`src/hdl/lbmi_pkg.sv`:
```
package lbmi_pkg;

   localparam int TABLE_MAX = 16;
   localparam int IDX_W     = 4;
   localparam int Y_W       = 13;
   localparam int RATE_W    = 16;
   localparam int SPEED_W   = 16;
   localparam int CODE_W    = 8;
   localparam int BAND_W    = 2;
   localparam int MAP_W     = 21;
   localparam int CURVE_W   = 12;
   localparam int CSR_IDX_W = 2;

   typedef logic [IDX_W-1:0]   idx_type;
   typedef logic [Y_W-1:0]     y_type;
   typedef logic [BAND_W-1:0]  band_type;
   typedef logic [SPEED_W-1:0] speed_type;

   // Register indexes of the configuration port
   localparam logic [CSR_IDX_W-1:0] CSR_LOW_RATE  = 2'd0;
   localparam logic [CSR_IDX_W-1:0] CSR_HIGH_RATE = 2'd1;

   localparam logic signed [RATE_W-1:0] LOW_RATE_RESET  = 16'sd1280;
   localparam logic signed [RATE_W-1:0] HIGH_RATE_RESET = 16'sd1664;

   localparam logic [CODE_W-1:0] OVERRIDE_FORCE = 8'd1;
   localparam logic [CODE_W-1:0] MODE_LATCH     = 8'd2;

   localparam band_type BAND_OVERRIDE = 2'd0;
   localparam band_type BAND_LOW      = 2'd1;
   localparam band_type BAND_MID      = 2'd2;
   localparam band_type BAND_HIGH     = 2'd3;

   // Lower two grid rows are flat; upper two follow the shaped row.
   function automatic y_type grid_value(band_type row, idx_type col);
      y_type v;
      if (row == BAND_OVERRIDE || row == BAND_LOW) begin
         v = 13'd5000;
      end else begin
         case (col)
            4'd0:    v = 13'd10;
            4'd1:    v = 13'd30;
            4'd2:    v = 13'd30;
            4'd3:    v = 13'd15;
            4'd4:    v = 13'd12;
            default: v = 13'd5;
         endcase
      end
      return v;
   endfunction

   function automatic y_type curve_point(idx_type col);
      y_type v;
      case (col)
         4'd0:    v = 13'd3;
         4'd1:    v = 13'd9;
         4'd2:    v = 13'd6;
         default: v = 13'd4;
      endcase
      return v;
   endfunction

endpackage

```
`src/hdl/lbmi_classify.sv`:
```
module lbmi_classify (
   input  logic                                 clock,
   input  logic                                 reset,
   input  logic                                 advance,
   input  logic                                 in_valid,
   input  logic signed [lbmi_pkg::RATE_W-1:0]   rate,
   input  lbmi_pkg::speed_type                  speed,
   input  logic [lbmi_pkg::CODE_W-1:0]          override_code,
   input  logic [lbmi_pkg::CODE_W-1:0]          mode_code,
   input  logic signed [lbmi_pkg::RATE_W-1:0]   low_thr,
   input  logic signed [lbmi_pkg::RATE_W-1:0]   high_thr,
   output logic                                 out_valid,
   output lbmi_pkg::band_type                   band,
   output lbmi_pkg::speed_type                  latched,
   output lbmi_pkg::speed_type                  speed_out
);
   import lbmi_pkg::*;

   logic      valid_ff;
   band_type  band_ff, band_in;
   speed_type latched_ff, latched_in;
   speed_type speed_ff;

   always_comb begin
      if (override_code == OVERRIDE_FORCE) begin
         band_in = BAND_OVERRIDE;
      end else if (rate > low_thr) begin
         band_in = (high_thr > rate) ? BAND_MID : BAND_HIGH;
      end else begin
         band_in = BAND_LOW;
      end
      latched_in = (mode_code == MODE_LATCH) ? speed : '0;
   end

   always_ff @(posedge clock) begin
      if (reset) begin
         valid_ff <= 1'b0;
      end else if (advance) begin
         valid_ff <= in_valid;
      end
      if (advance) begin
         band_ff    <= band_in;
         latched_ff <= latched_in;
         speed_ff   <= speed;
      end
   end

   assign out_valid = valid_ff;
   assign band      = band_ff;
   assign latched   = latched_ff;
   assign speed_out = speed_ff;
endmodule

```
`src/hdl/lbmi_lookup.sv`:
```
module lbmi_lookup #(
   parameter int MAP_COLUMNS   = 7,
   parameter int MAP_ROWS      = 4,
   parameter int CURVE_POINTS  = 6,
   parameter int FRACTION_BITS = 8
) (
   input  logic                       clock,
   input  logic                       advance,
   input  lbmi_pkg::band_type         band,
   input  lbmi_pkg::speed_type        latched,
   input  lbmi_pkg::speed_type        speed,
   output lbmi_pkg::y_type            map_y0,
   output lbmi_pkg::y_type            map_y1,
   output logic [FRACTION_BITS-1:0]   map_frac,
   output lbmi_pkg::y_type            curve_y0,
   output lbmi_pkg::y_type            curve_y1,
   output logic [FRACTION_BITS-1:0]   curve_frac
);
   import lbmi_pkg::*;

   localparam int IP_W = SPEED_W - FRACTION_BITS;
   localparam logic [IP_W-1:0] MAP_LAST   = IP_W'(MAP_COLUMNS - 1);
   localparam logic [IP_W-1:0] CURVE_LAST = IP_W'(CURVE_POINTS - 1);
   localparam band_type        ROW_LAST   = BAND_W'(MAP_ROWS - 1);

   logic [IP_W-1:0]          map_ip, speed_ip, curve_ip;
   idx_type                  map_idx, map_next, curve_idx, curve_next;
   band_type                 row;
   logic [FRACTION_BITS-1:0] map_frac_in, curve_frac_in;

   y_type                    map_y0_ff, map_y1_ff, curve_y0_ff, curve_y1_ff;
   logic [FRACTION_BITS-1:0] map_frac_ff, curve_frac_ff;

   always_comb begin
      map_ip   = latched[SPEED_W-1:FRACTION_BITS];
      speed_ip = speed[SPEED_W-1:FRACTION_BITS];
      curve_ip = speed_ip - IP_W'(1);

      row = (band > ROW_LAST) ? ROW_LAST : band;

      // Clamp to the last column at or past the end of the axis
      if (map_ip >= MAP_LAST) begin
         map_idx     = IDX_W'(MAP_COLUMNS - 1);
         map_frac_in = '0;
      end else begin
         map_idx     = map_ip[IDX_W-1:0];
         map_frac_in = latched[FRACTION_BITS-1:0];
      end
      map_next = map_idx + IDX_W'(map_frac_in != '0);

      // Curve axis starts at one: below it, hold the first point
      if (speed_ip == '0) begin
         curve_idx     = '0;
         curve_frac_in = '0;
      end else if (curve_ip >= CURVE_LAST) begin
         curve_idx     = IDX_W'(CURVE_POINTS - 1);
         curve_frac_in = '0;
      end else begin
         curve_idx     = curve_ip[IDX_W-1:0];
         curve_frac_in = speed[FRACTION_BITS-1:0];
      end
      curve_next = curve_idx + IDX_W'(curve_frac_in != '0);
   end

   always_ff @(posedge clock) begin
      if (advance) begin
         map_y0_ff     <= grid_value(row, map_idx);
         map_y1_ff     <= grid_value(row, map_next);
         map_frac_ff   <= map_frac_in;
         curve_y0_ff   <= curve_point(curve_idx);
         curve_y1_ff   <= curve_point(curve_next);
         curve_frac_ff <= curve_frac_in;
      end
   end

   assign map_y0     = map_y0_ff;
   assign map_y1     = map_y1_ff;
   assign map_frac   = map_frac_ff;
   assign curve_y0   = curve_y0_ff;
   assign curve_y1   = curve_y1_ff;
   assign curve_frac = curve_frac_ff;
endmodule

```
`src/hdl/lbmi_lerp.sv`:
```
module lbmi_lerp #(
   parameter int FRACTION_BITS = 8,
   parameter int OUT_W         = 21
) (
   input  logic                       clock,
   input  logic                       advance,
   input  lbmi_pkg::y_type            y0,
   input  lbmi_pkg::y_type            y1,
   input  logic [FRACTION_BITS-1:0]   frac,
   output logic [OUT_W-1:0]           result
);
   import lbmi_pkg::*;

   localparam int P_W   = Y_W + FRACTION_BITS + 2;
   localparam int ACC_W = 32;

   logic signed [Y_W:0]           diff;
   logic signed [FRACTION_BITS:0] frac_s;
   logic signed [P_W-1:0]         prod_in, prod_ff;
   y_type                         y0_ff;
   logic signed [P_W-1:0]         base;
   logic signed [ACC_W-1:0]       sum;
   logic [OUT_W-1:0]              result_ff;

   always_comb begin
      diff    = signed'({1'b0, y1}) - signed'({1'b0, y0});
      frac_s  = signed'({1'b0, frac});
      prod_in = frac_s * diff;
      base    = signed'({2'b0, y0_ff, {FRACTION_BITS{1'b0}}});
      sum     = ACC_W'(base) + ACC_W'(prod_ff);
   end

   always_ff @(posedge clock) begin
      if (advance) begin
         prod_ff   <= prod_in;
         y0_ff     <= y0;
         result_ff <= sum[OUT_W-1:0];
      end
   end

   assign result = result_ff;
endmodule

```
`src/hdl/liftoff_band_and_map_interp_core.sv`:
```
// Liftoff band classifier with map and curve interpolation.
//
// Input stream (req_*): one item per sample set. tdata carries the signed
// Q8.8 throttle rate and the unsigned engine speed; tuser carries the
// override byte and the mode byte. Result stream (rsp_*): one item per
// input item, in order, with band, latched speed, map value and curve value.
// Configuration (csr_*): index 0 writes the low rate threshold, index 1 the
// high one; other indexes are dropped. csr_ready is always high; write only
// while no item is in flight.
//
// Each accepted item passes through the classify, table lookup, multiply and
// add registers before rsp_tvalid. One item is accepted every cycle while the
// receiver takes results, so throughput is one item per clock.
// When the receiver stalls, the whole pipeline holds and req_tready drops;
// nothing is lost or repeated. Reset clears all valid bits and restores
// both thresholds (5.0 and 6.5 in Q8.8).
module liftoff_band_and_map_interp_core #(
   parameter int MAP_COLUMNS   = 7,
   parameter int MAP_ROWS      = 4,
   parameter int CURVE_POINTS  = 6,
   parameter int FRACTION_BITS = 8
) (
   input  logic                               clock,
   input  logic                               reset,
   // req_tdata: throttle_rate[15:0], engine_speed[31:16]
   input  logic                               req_tvalid,
   output logic                               req_tready,
   input  logic [31:0]                        req_tdata,
   // req_tuser: override_code[7:0], mode_code[15:8]
   input  logic [15:0]                        req_tuser,
   // rsp_tdata: liftoff_band[1:0], latched_speed[17:2], map_value[38:18],
   //            curve_value[50:39], zero fill[55:51]
   output logic                               rsp_tvalid,
   input  logic                               rsp_tready,
   output logic [55:0]                        rsp_tdata,
   input  logic                               csr_valid,
   output logic                               csr_ready,
   input  logic [lbmi_pkg::CSR_IDX_W-1:0]     csr_index,
   input  logic [15:0]                        csr_data
);
   import lbmi_pkg::*;

   // Threshold registers
   logic signed [RATE_W-1:0] low_thr_ff, high_thr_ff;

   // Whole pipeline moves together; the output register frees on a take
   logic advance;

   logic      s1_valid;
   band_type  s1_band;
   speed_type s1_latched, s1_speed;

   logic      s2_valid_ff;
   band_type  s2_band_ff;
   speed_type s2_latched_ff;

   logic      s3_valid_ff;
   band_type  s3_band_ff;
   speed_type s3_latched_ff;

   logic      s4_valid_ff;
   band_type  s4_band_ff;
   speed_type s4_latched_ff;

   y_type                    map_y0, map_y1, curve_y0, curve_y1;
   logic [FRACTION_BITS-1:0] map_frac, curve_frac;
   logic [MAP_W-1:0]         map_value;
   logic [CURVE_W-1:0]       curve_value;

   assign advance    = !s4_valid_ff || rsp_tready;
   assign req_tready = advance;
   assign csr_ready  = 1'b1;

   always_ff @(posedge clock) begin
      if (reset) begin
         low_thr_ff  <= LOW_RATE_RESET;
         high_thr_ff <= HIGH_RATE_RESET;
      end else if (csr_valid) begin
         case (csr_index)
            CSR_LOW_RATE:  low_thr_ff  <= signed'(csr_data);
            CSR_HIGH_RATE: high_thr_ff <= signed'(csr_data);
            default: ;
         endcase
      end
   end

   // Stage 1: band and latched speed
   lbmi_classify u_classify (
      .clock         (clock),
      .reset         (reset),
      .advance       (advance),
      .in_valid      (req_tvalid),
      .rate          (signed'(req_tdata[15:0])),
      .speed         (req_tdata[31:16]),
      .override_code (req_tuser[7:0]),
      .mode_code     (req_tuser[15:8]),
      .low_thr       (low_thr_ff),
      .high_thr      (high_thr_ff),
      .out_valid     (s1_valid),
      .band          (s1_band),
      .latched       (s1_latched),
      .speed_out     (s1_speed)
   );

   // Stage 2: axis split and table reads
   lbmi_lookup #(
      .MAP_COLUMNS   (MAP_COLUMNS),
      .MAP_ROWS      (MAP_ROWS),
      .CURVE_POINTS  (CURVE_POINTS),
      .FRACTION_BITS (FRACTION_BITS)
   ) u_lookup (
      .clock      (clock),
      .advance    (advance),
      .band       (s1_band),
      .latched    (s1_latched),
      .speed      (s1_speed),
      .map_y0     (map_y0),
      .map_y1     (map_y1),
      .map_frac   (map_frac),
      .curve_y0   (curve_y0),
      .curve_y1   (curve_y1),
      .curve_frac (curve_frac)
   );

   // Stages 3 and 4: multiply, then add the base point
   lbmi_lerp #(
      .FRACTION_BITS (FRACTION_BITS),
      .OUT_W         (MAP_W)
   ) u_map_lerp (
      .clock   (clock),
      .advance (advance),
      .y0      (map_y0),
      .y1      (map_y1),
      .frac    (map_frac),
      .result  (map_value)
   );

   lbmi_lerp #(
      .FRACTION_BITS (FRACTION_BITS),
      .OUT_W         (CURVE_W)
   ) u_curve_lerp (
      .clock   (clock),
      .advance (advance),
      .y0      (curve_y0),
      .y1      (curve_y1),
      .frac    (curve_frac),
      .result  (curve_value)
   );

   // Carry valid, band and latched speed alongside the datapath
   always_ff @(posedge clock) begin
      if (reset) begin
         s2_valid_ff <= 1'b0;
         s3_valid_ff <= 1'b0;
         s4_valid_ff <= 1'b0;
      end else if (advance) begin
         s2_valid_ff <= s1_valid;
         s3_valid_ff <= s2_valid_ff;
         s4_valid_ff <= s3_valid_ff;
      end
      if (advance) begin
         s2_band_ff    <= s1_band;
         s2_latched_ff <= s1_latched;
         s3_band_ff    <= s2_band_ff;
         s3_latched_ff <= s2_latched_ff;
         s4_band_ff    <= s3_band_ff;
         s4_latched_ff <= s3_latched_ff;
      end
   end

   assign rsp_tvalid = s4_valid_ff;
   assign rsp_tdata  = {5'b0, curve_value, map_value, s4_latched_ff, s4_band_ff};
endmodule

```
`config.mk`:
```
export PLATFORM = sky130hd
export DESIGN_NAME = liftoff_band_and_map_interp_core
export DESIGN_NICKNAME = d
export VERILOG_FILES = /design/src/hdl/lbmi_pkg.sv /design/src/hdl/lbmi_classify.sv /design/src/hdl/lbmi_lookup.sv /design/src/hdl/lbmi_lerp.sv /design/src/hdl/liftoff_band_and_map_interp_core.sv
export SDC_FILE = /design/constraint.sdc
export NUM_CORES = 1
export LEC_CHECK = 0
export CAP_MARGIN = 25
export CORE_ASPECT_RATIO = 2
export CORE_MARGIN = 1.5
export CORE_UTILIZATION = 45
export CTS_BUF_LIST = sky130_fd_sc_hd__clkbuf_8
export DETAILED_ROUTE_END_ITERATION = 8
export DONT_BUFFER_PORTS = 1
export GPL_TIMING_DRIVEN = 0
export PLACE_DENSITY = 0.62
export SLEW_MARGIN = 20
export SYNTH_ARGS = -nofsm -noshare
export SYNTH_HDL_FRONTEND = slang
export SYNTH_SLANG_ARGS = --single-unit
```
`constraint.sdc`:
```
create_clock -name clock -period 18.57 [get_ports clock]
set_clock_uncertainty 0.15 [all_clocks]
set_input_delay 1.857 -clock clock [delete_from_list [all_inputs] [get_ports clock]]
set_output_delay 1.857 -clock clock [all_outputs]
set_load 0.01 [all_outputs]
```
==> results of run 1 <==
==> power breakdown <==
group | internal [µW] | total [µW] | switching [µW]
combinational | 85.4 | 214 | 129
sequential | 628 | 661 | 33.0
clock | 239 | 452 | 212
total | 953 | 1330 | 374
==> synthesized netlist by cell type (20+ instances only) <==
cell and n:
dfxtp_1 36, ha_1 125, fa_1 114, and2_1 77, clkbuf_1 20, a21o_1 20, edfxtp_1 199, o21ai_0 23
nand2_1 113, xnor2_1 52, inv_1 247, a21oi_1 66, nor2_1 40, nor2b_1 38
==> layout make-up <==
type / count / area (µm²) / area share [%]
plain buffers: 30 / 144 / 0.872
inverters: 248 / 931 / 5.64
multi-input cells: 828 / 7340 / 44.5
clock buffers: 39 / 537 / 3.25
clock inverters: 27 / 211 / 1.28
flip-flops and latches: 235 / 6700 / 40.6
repair buffers: 4 / 95.1 / 0.576
diodes: 1 / 2.50 / 0.0152
well taps: 432 / 541 / 3.28
==> placed cells by master, fill, tap and decap left out, types with 12 or more instances in the layout <==
| master | instances |
|---|---|
| dfxtp_1 | 36 |
| inv_1 | 250 |
| ha_1 | 125 |
| nand2_1 | 113 |
| nor2_1 | 40 |
| and3_1 | 13 |
| xnor2_1 | 52 |
| a21oi_1 | 66 |
| clkbuf_1 | 19 |
| and2_1 | 77 |
| nand2b_1 | 18 |
| o21ai_0 | 23 |
| fa_1 | 114 |
| edfxtp_1 | 199 |
| nor4_1 | 12 |
| clkinv_1 | 12 |
| a21o_1 | 20 |
| nor2b_1 | 38 |
| clkbuf_8 | 39 |
==> sequential cells by signal (all words and copies together) (netlist names), 4 cells and up <==
name	cells
u_map_lerp.result	21
u_lookup.map_y1	6
u_lookup.curve_y0	4
u_lookup.curve_y1	4
high_thr_ff	16
u_curve_lerp.y0_ff	4
low_thr_ff	16
s3_latched_ff	16
u_map_lerp.y0_ff	6
s2_latched_ff	16
u_curve_lerp.result	12
u_classify.speed_out	16
u_lookup.curve_frac	8
u_map_lerp.prod_ff	21
s4_latched_ff	16
u_lookup.map_y0	5
u_curve_lerp.prod_ff	12
u_classify.latched	16
u_lookup.map_frac	8
==> critical path, cell delays in order (launching register included) <==
cell       delay [ns]
edfxtp_1         0.44
inv_1            0.07
ha_1             0.27
nor2b_1          0.11
o21ai_0          0.11
a21boi_0         0.30
o21ai_0          0.17
nor2b_1          0.15
buf_2            0.18
buf_2            0.20
and2_1           0.30
fa_1             0.75
inv_1            0.22
fa_1             0.53
inv_1            0.05
fa_1             0.48
inv_1            0.06
fa_1             0.53
inv_1            0.04
ha_1             0.34
a21oi_1          0.15
o21ai_0          0.20
a2111oi_2        0.47
o31ai_1          0.16
a21oi_1          0.19
xnor2_1          0.08
==> worst paths after layout <==
check	endpoint	from	cells after the start	slack (ns)
max	u_map_lerp.prod_ff[19]	u_lookup.map_y0[1]	25	11.61
min reg2reg	s4_band_ff[0]	s3_band_ff[0]	0	0.26
max reg2reg	u_map_lerp.prod_ff[19]	u_lookup.map_y0[1]	25	11.61
min	s4_band_ff[0]	s3_band_ff[0]	0	0.26
==> through the flow <==
step	setup WS, ns	instances	total power [µW]
6_report	11.61	1844	1330
5_1_grt	11.11	1844	1400
4_1_cts	11.64	1843	1340
3_5_place_dp	11.66	1777	888
3_3_place_gp	6.93	1773	882
2_1_floorplan	9.00	1341	828
==> cells by family after synthesis <==
logic type	share of synthesized area (%)
adder cells (fa/ha/maj)	25.5
other	0.0498
AND/OR/NAND/NOR	12.2
flip-flops	44.4
XOR/XNOR	3.60
buffers and inverters	7.10
multiplexers	0.406
AO/OA/AOI/OAI	6.83
==> routing by layer <==
metal	vias up	wire length [µm]
met1	4442	9790
met2	215	17600
li1	4503	-
met4	0	1420
met3	75	1300
met5	-	0
==> impl_metrics.tcl, run 1 <==
set metrics [dict create \
    cp.required_ns 18.72 \
    clk_pin_slew_worst_paths_ns 0.07 \
    power_density_nw_per_um2 80.4 \
    area_growth_pct 9.31 \
    async_flop_share_pct 0 \
    wl_um 30100 \
    critical_path_class "reg2reg" \
    cts_max_level 2 \
    firstDrtPassIters 5 \
    critical_path_arrival_ns 7.11 \
    relSlewSlack_pct 43.4 \
    yosysWarningCount 0 \
    dpl_cell_area_um2 15700 \
    start_util_pct 45.8 \
    final.period_utilization_pct 37.5 \
    grt_util_met2_pct 37.2 \
    gp_congestion 0.871 \
    fin_setup_tns_ns 0 \
    ys.flop_type "edfxtp_1" \
    top_usage_layer "met2" \
    drive_gt1_share_pct 5.53 \
    hp-class "reg2reg" \
    endpoint_kind "flop" \
    maxCapViolCount 0 \
    use_met1_pct 16.3 \
    synthTopCellsByArea "edfxtp_1, fa_1, ha_1" \
    syn_avg_cell_area_um2 11.3 \
    cts.sinks 235 \
    stdcell_area_um2 16500 \
    core_area_um2 32900 \
    post_cts_buffers 0 \
    ant_nets 0 \
    clockRootBuffer "clkbuf_8" \
    io_pins 130 \
    antenna_found_initial 1 \
    row_count 94 \
    die_h_um 262 \
    use_met3_pct 3.34 \
    die_area_um2 34700 \
    finalSetupViolCount 0 \
    ys_seq_area_share_pct 44.4 \
    ir_worst_vdd_mv 0.0700 \
    grt_max_degree 56 \
    hold_viol 0 \
    wire_per_inst_um 16.3 \
    grt_overflow_total 0 \
    hpwl_um 24000 \
    fillers 3016 \
    vias_per_cell 5.01 \
    status "finished clean" \
    fin_util_pct 50.1 \
    power_leakage_uw 0.00754 \
    synth.top_cell.area_share_pct 39.6 \
    drtIter0Drc 370 \
    clock_path_buffers 3 \
    synth.distinct_cells 64 \
    cp_max_fo 10 \
    insertion_delay_ns 0.56 \
    track_usage_pct 18.1 \
    grt_pass1_wl_um 48700 \
    synthesis.area_um2 15100 \
    io_buffers 0 \
    first_global_vias 9974 \
    syn_inst 1337 \
    synth.ff_latch_count 235 \
    drv_slew 0 \
    layout_min_cycle_time_ns 6.96 \
    cts-resized-gates 0 \
    dr_total_vias 9235 \
    worst_pin_slew_ns 0.844 \
    critPathLaunchType "flop" \
    yosysTopAreaCell "edfxtp_1" \
    fmax_ghz 0.144 \
    fin_nets 1694 \
    whs_ns 0.262 \
    route.detailed.drc 0 \
    rsz0062_at_grt "no" \
    die_width_um 132 \
    ctsHoldBuffers 0 \
    cts_buffers 37 \
    cts_tree "built" \
    synth_edf_count 199 \
]
No activity file was read; power rests on OpenSTA's default activity.
==> run 2, diff against run 1 <==
Settings changed: ABC_AREA set to 1, PLACE_DENSITY 0.62 to 0.64.
Clock period 18.57 ns to 6.3 ns, I/O delays scaled along.
==> impl_metrics.tcl, run 2 <==
set metrics [dict create \
    io_pins 130 \
    die_width_um 134 \
    clockRootBuffer "clkbuf_8" \
    cp-startpoint "u_lookup.map_y0[0]" \
    hp-class "in2reg" \
    power_density_nw_per_um2 267 \
    synthTopCellsByArea "edfxtp_1, fa_1, ha_1" \
    fmax_ghz 0.168 \
    fillers 3034 \
    cts_max_level 2 \
    final_cell_mix "inv_1, nand2_1, edfxtp_1" \
    post_cts_buffers 0 \
    synth_edf_count 199 \
    antenna_found_initial 1 \
    dpl_cell_area_um2 16000 \
    gp_congestion 0.932 \
    grt_max_degree 111 \
    endpoint_kind "flop" \
    route.detailed.drc 0 \
    power_switching_uw 1450 \
    crit_family "adder cells" \
    drtIter0Drc 317 \
    fin_setup_tns_ns 0 \
    yosysWarningCount 0 \
    dp_slack_ns 0.0686 \
    dr_total_vias 10278 \
    crit_chain "ha_1 > fa_1 > nor2_1 > a21oi_1 > fa_2 > nor2_1 > fa_1 > fa_1 > fa_1 > inv_1 > fa_1 > inv_1 > ha_1 > nand2_1 > nand2_1 > a21oi_2 > nand2_1 > a21oi_1 > inv_1 > nand3_1 > nand2_1" \
    wl_um 34000 \
    cp.required_ns 6.50 \
    cp_max_fo 6 \
    pwr-share-clk_pct 32.3 \
    whs_ns 0.0476 \
    r2r_setup_slack_ns 0.34 \
    ant_nets 0 \
    track_usage_pct 20.3 \
    crit_end "u_map_lerp.prod_ff[20]" \
    drv_slew 0 \
    cts.sinks 235 \
    grt_overflow_total 0 \
    r2r_cells 21 \
    synth.distinct_cells 45 \
    p_total_uw 4550 \
    layout_min_cycle_time_ns 5.96 \
    critPathMostFrequentCell "fa_1" \
    p_int_uw 3100 \
    r2r-start "u_lookup.map_y0[0]" \
    worst-path-stages 21 \
    comb_power_share_pct 22.2 \
    drive_gt1_share_pct 6.20 \
    synth.ff_latch_count 235 \
    async_flop_share_pct 0 \
    seqPwrFrac_pct 45.5 \
    switching_share_pct 31.9 \
    layout_commonest_cell "inv_1" \
    worst_pin_slew_ns 0.693 \
    die_area_um2 35300 \
    ys_seq_area_share_pct 43.6 \
    relSlewSlack_pct 53.7 \
    critical_path_class "reg2reg" \
    hold_viol 0 \
    io_buffers 0 \
    ys.flop_type "edfxtp_1" \
    maxCapViolCount 0 \
    critPathLaunchType "flop" \
    synth.top_cells.by_count "inv_1, nand2_1, edfxtp_1" \
    clk_pin_slew_worst_paths_ns 0.07 \
    row_count 95 \
    wire_per_inst_um 16.3 \
    clock_path_buffers 3 \
    cts_tree "built" \
    firstDrtPassIters 4 \
    grt_pass1_wl_um 54600 \
    fin_nets 1926 \
    synth.top_cell.area_share_pct 38.9 \
    r2r-end "u_map_lerp.prod_ff[20]" \
    synthesis.area_um2 15400 \
    yosysMostFrequentCell "inv_1" \
    status "finished clean" \
    yosysTopAreaCell "edfxtp_1" \
    syn_inst 1551 \
    critPathBufInv 3 \
    area_growth_pct 10.8 \
    rsz0062_at_grt "no" \
    finalSetupViolCount 0 \
    syn_avg_cell_area_um2 9.90 \
    stdcell_area_um2 17000 \
    critical_path_arrival_ns 6.16 \
    power_leakage_uw 0.00832 \
    start_util_pct 45.7 \
    cp_slowest_cell "fa_2" \
    insertion_delay_ns 0.58 \
    die_h_um 264 \
    hpwl_um 27800 \
    first_global_vias 11241 \
    cts_buffers 37 \
    core_area_um2 33600 \
    cpPeakStageDelay_ns 0.64 \
    vias_per_cell 4.94 \
    final.period_utilization_pct 94.6 \
    setup_ws_ns 0.338 \
    ir_worst_vdd_mv 0.245 \
]
-- run 2: changes by cell type after synthesis, sizes merged, moves of 23 or more --
cell	before	now
nand3	8	47
xor2	10	33
nand2	113	216
inv	247	382
nor2	40	183
and2	77	0
nor2b	38	0
xnor2	52	17
-- run 2: power groups by stage --
stage	Clock (µW)	Sequential [µW]	Combinational [µW]
5_1_grt	1560	2090	1160
2_1_floorplan	0	2060	749
4_1_cts	1510	2080	1020
3_5_place_dp	0	2110	999
6_report	1470	2070	1010
3_3_place_gp	0	2110	973
-- run 2: timing repair --
item                                    4_1_cts  5_1_grt
endpoints found under the hold margin        21        0
hold buffers                                 21        0
endpoints found under the setup margin        0        5
resized for setup                             0        5
-- run 2: metal layers --
metal | GRT usage [%] | routed length, µm
met2 | 41.0 | 19600
met5 | 0 | 0
met4 | 17.0 | 3260
met3 | 2.71 | 1010
met1 | 16.5 | 10100
-- run 2: worst min-delay path by stage --
stage	from	to	cells past startpoint
6_report	csr_data[8]	low_thr_ff[8]	2
5_1_grt	csr_data[10]	low_thr_ff[10]	2
4_1_cts	csr_data[10]	low_thr_ff[10]	2
3_5_place_dp	s2_latched_ff[12]	s3_latched_ff[12]	0
3_3_place_gp	s3_latched_ff[11]	s4_latched_ff[11]	0
2_1_floorplan	u_classify.band[0]	s2_band_ff[0]	0
-- run 2: layout make-up --
class,count,area [µm²],area share [%]
Inverter,383,1450,8.49
Timing Repair Buffer,23,265,1.56
Sequential cell,235,6700,39.3
Multi-Input combinational cell,914,7140,41.9
Buffer,22,110,0.647
Clock buffer,37,509,2.99
Antenna cell,1,2.50,0.0147
Clock inverter,30,310,1.82
Tap cell,436,546,3.20
-- run 2: worst register-to-register path: stages (launching register included) --
cell and delay, ns:
edfxtp_1 0.47, ha_1 0.26, fa_1 0.38, nor2_1 0.15, a21oi_1 0.10, fa_2 0.64, nor2_1 0.09, fa_1 0.63
fa_1 0.47, fa_1 0.55, inv_1 0.05, fa_1 0.52, inv_1 0.04, ha_1 0.35, nand2_1 0.09, nand2_1 0.06
a21oi_2 0.19, nand2_1 0.15, a21oi_1 0.22, inv_1 0.06, nand3_1 0.07, nand2_1 0.05
-- run 2: cell families (layout without fill, tap and decap cells) --
group | Yosys count | after routing | share of synthesized area (%)
xor gates and xnor gates | 50 | 50 | 2.90
buffers and inverters | 406 | 495 | 10.1
and+or+nand+nor | 474 | 474 | 13.0
AOI/OAI and AO/OA | 145 | 145 | 5.28
DFF | 235 | 235 | 43.6
other | 2 | 7 | 0.0489
adders and majority gates | 239 | 239 | 25.0
-- run 2: through the flow --
| stage | cells | utilization (%) |
|---|---|---|
| 2_1_floorplan | 1555 | - |
| 3_3_place_gp | 1991 | 47.3 |
| 3_5_place_dp | 1993 | 47.5 |
| 4_1_cts | 2081 | 50.6 |
| 5_1_grt | 2081 | 50.6 |
| 6_report | 2081 | 50.6 |
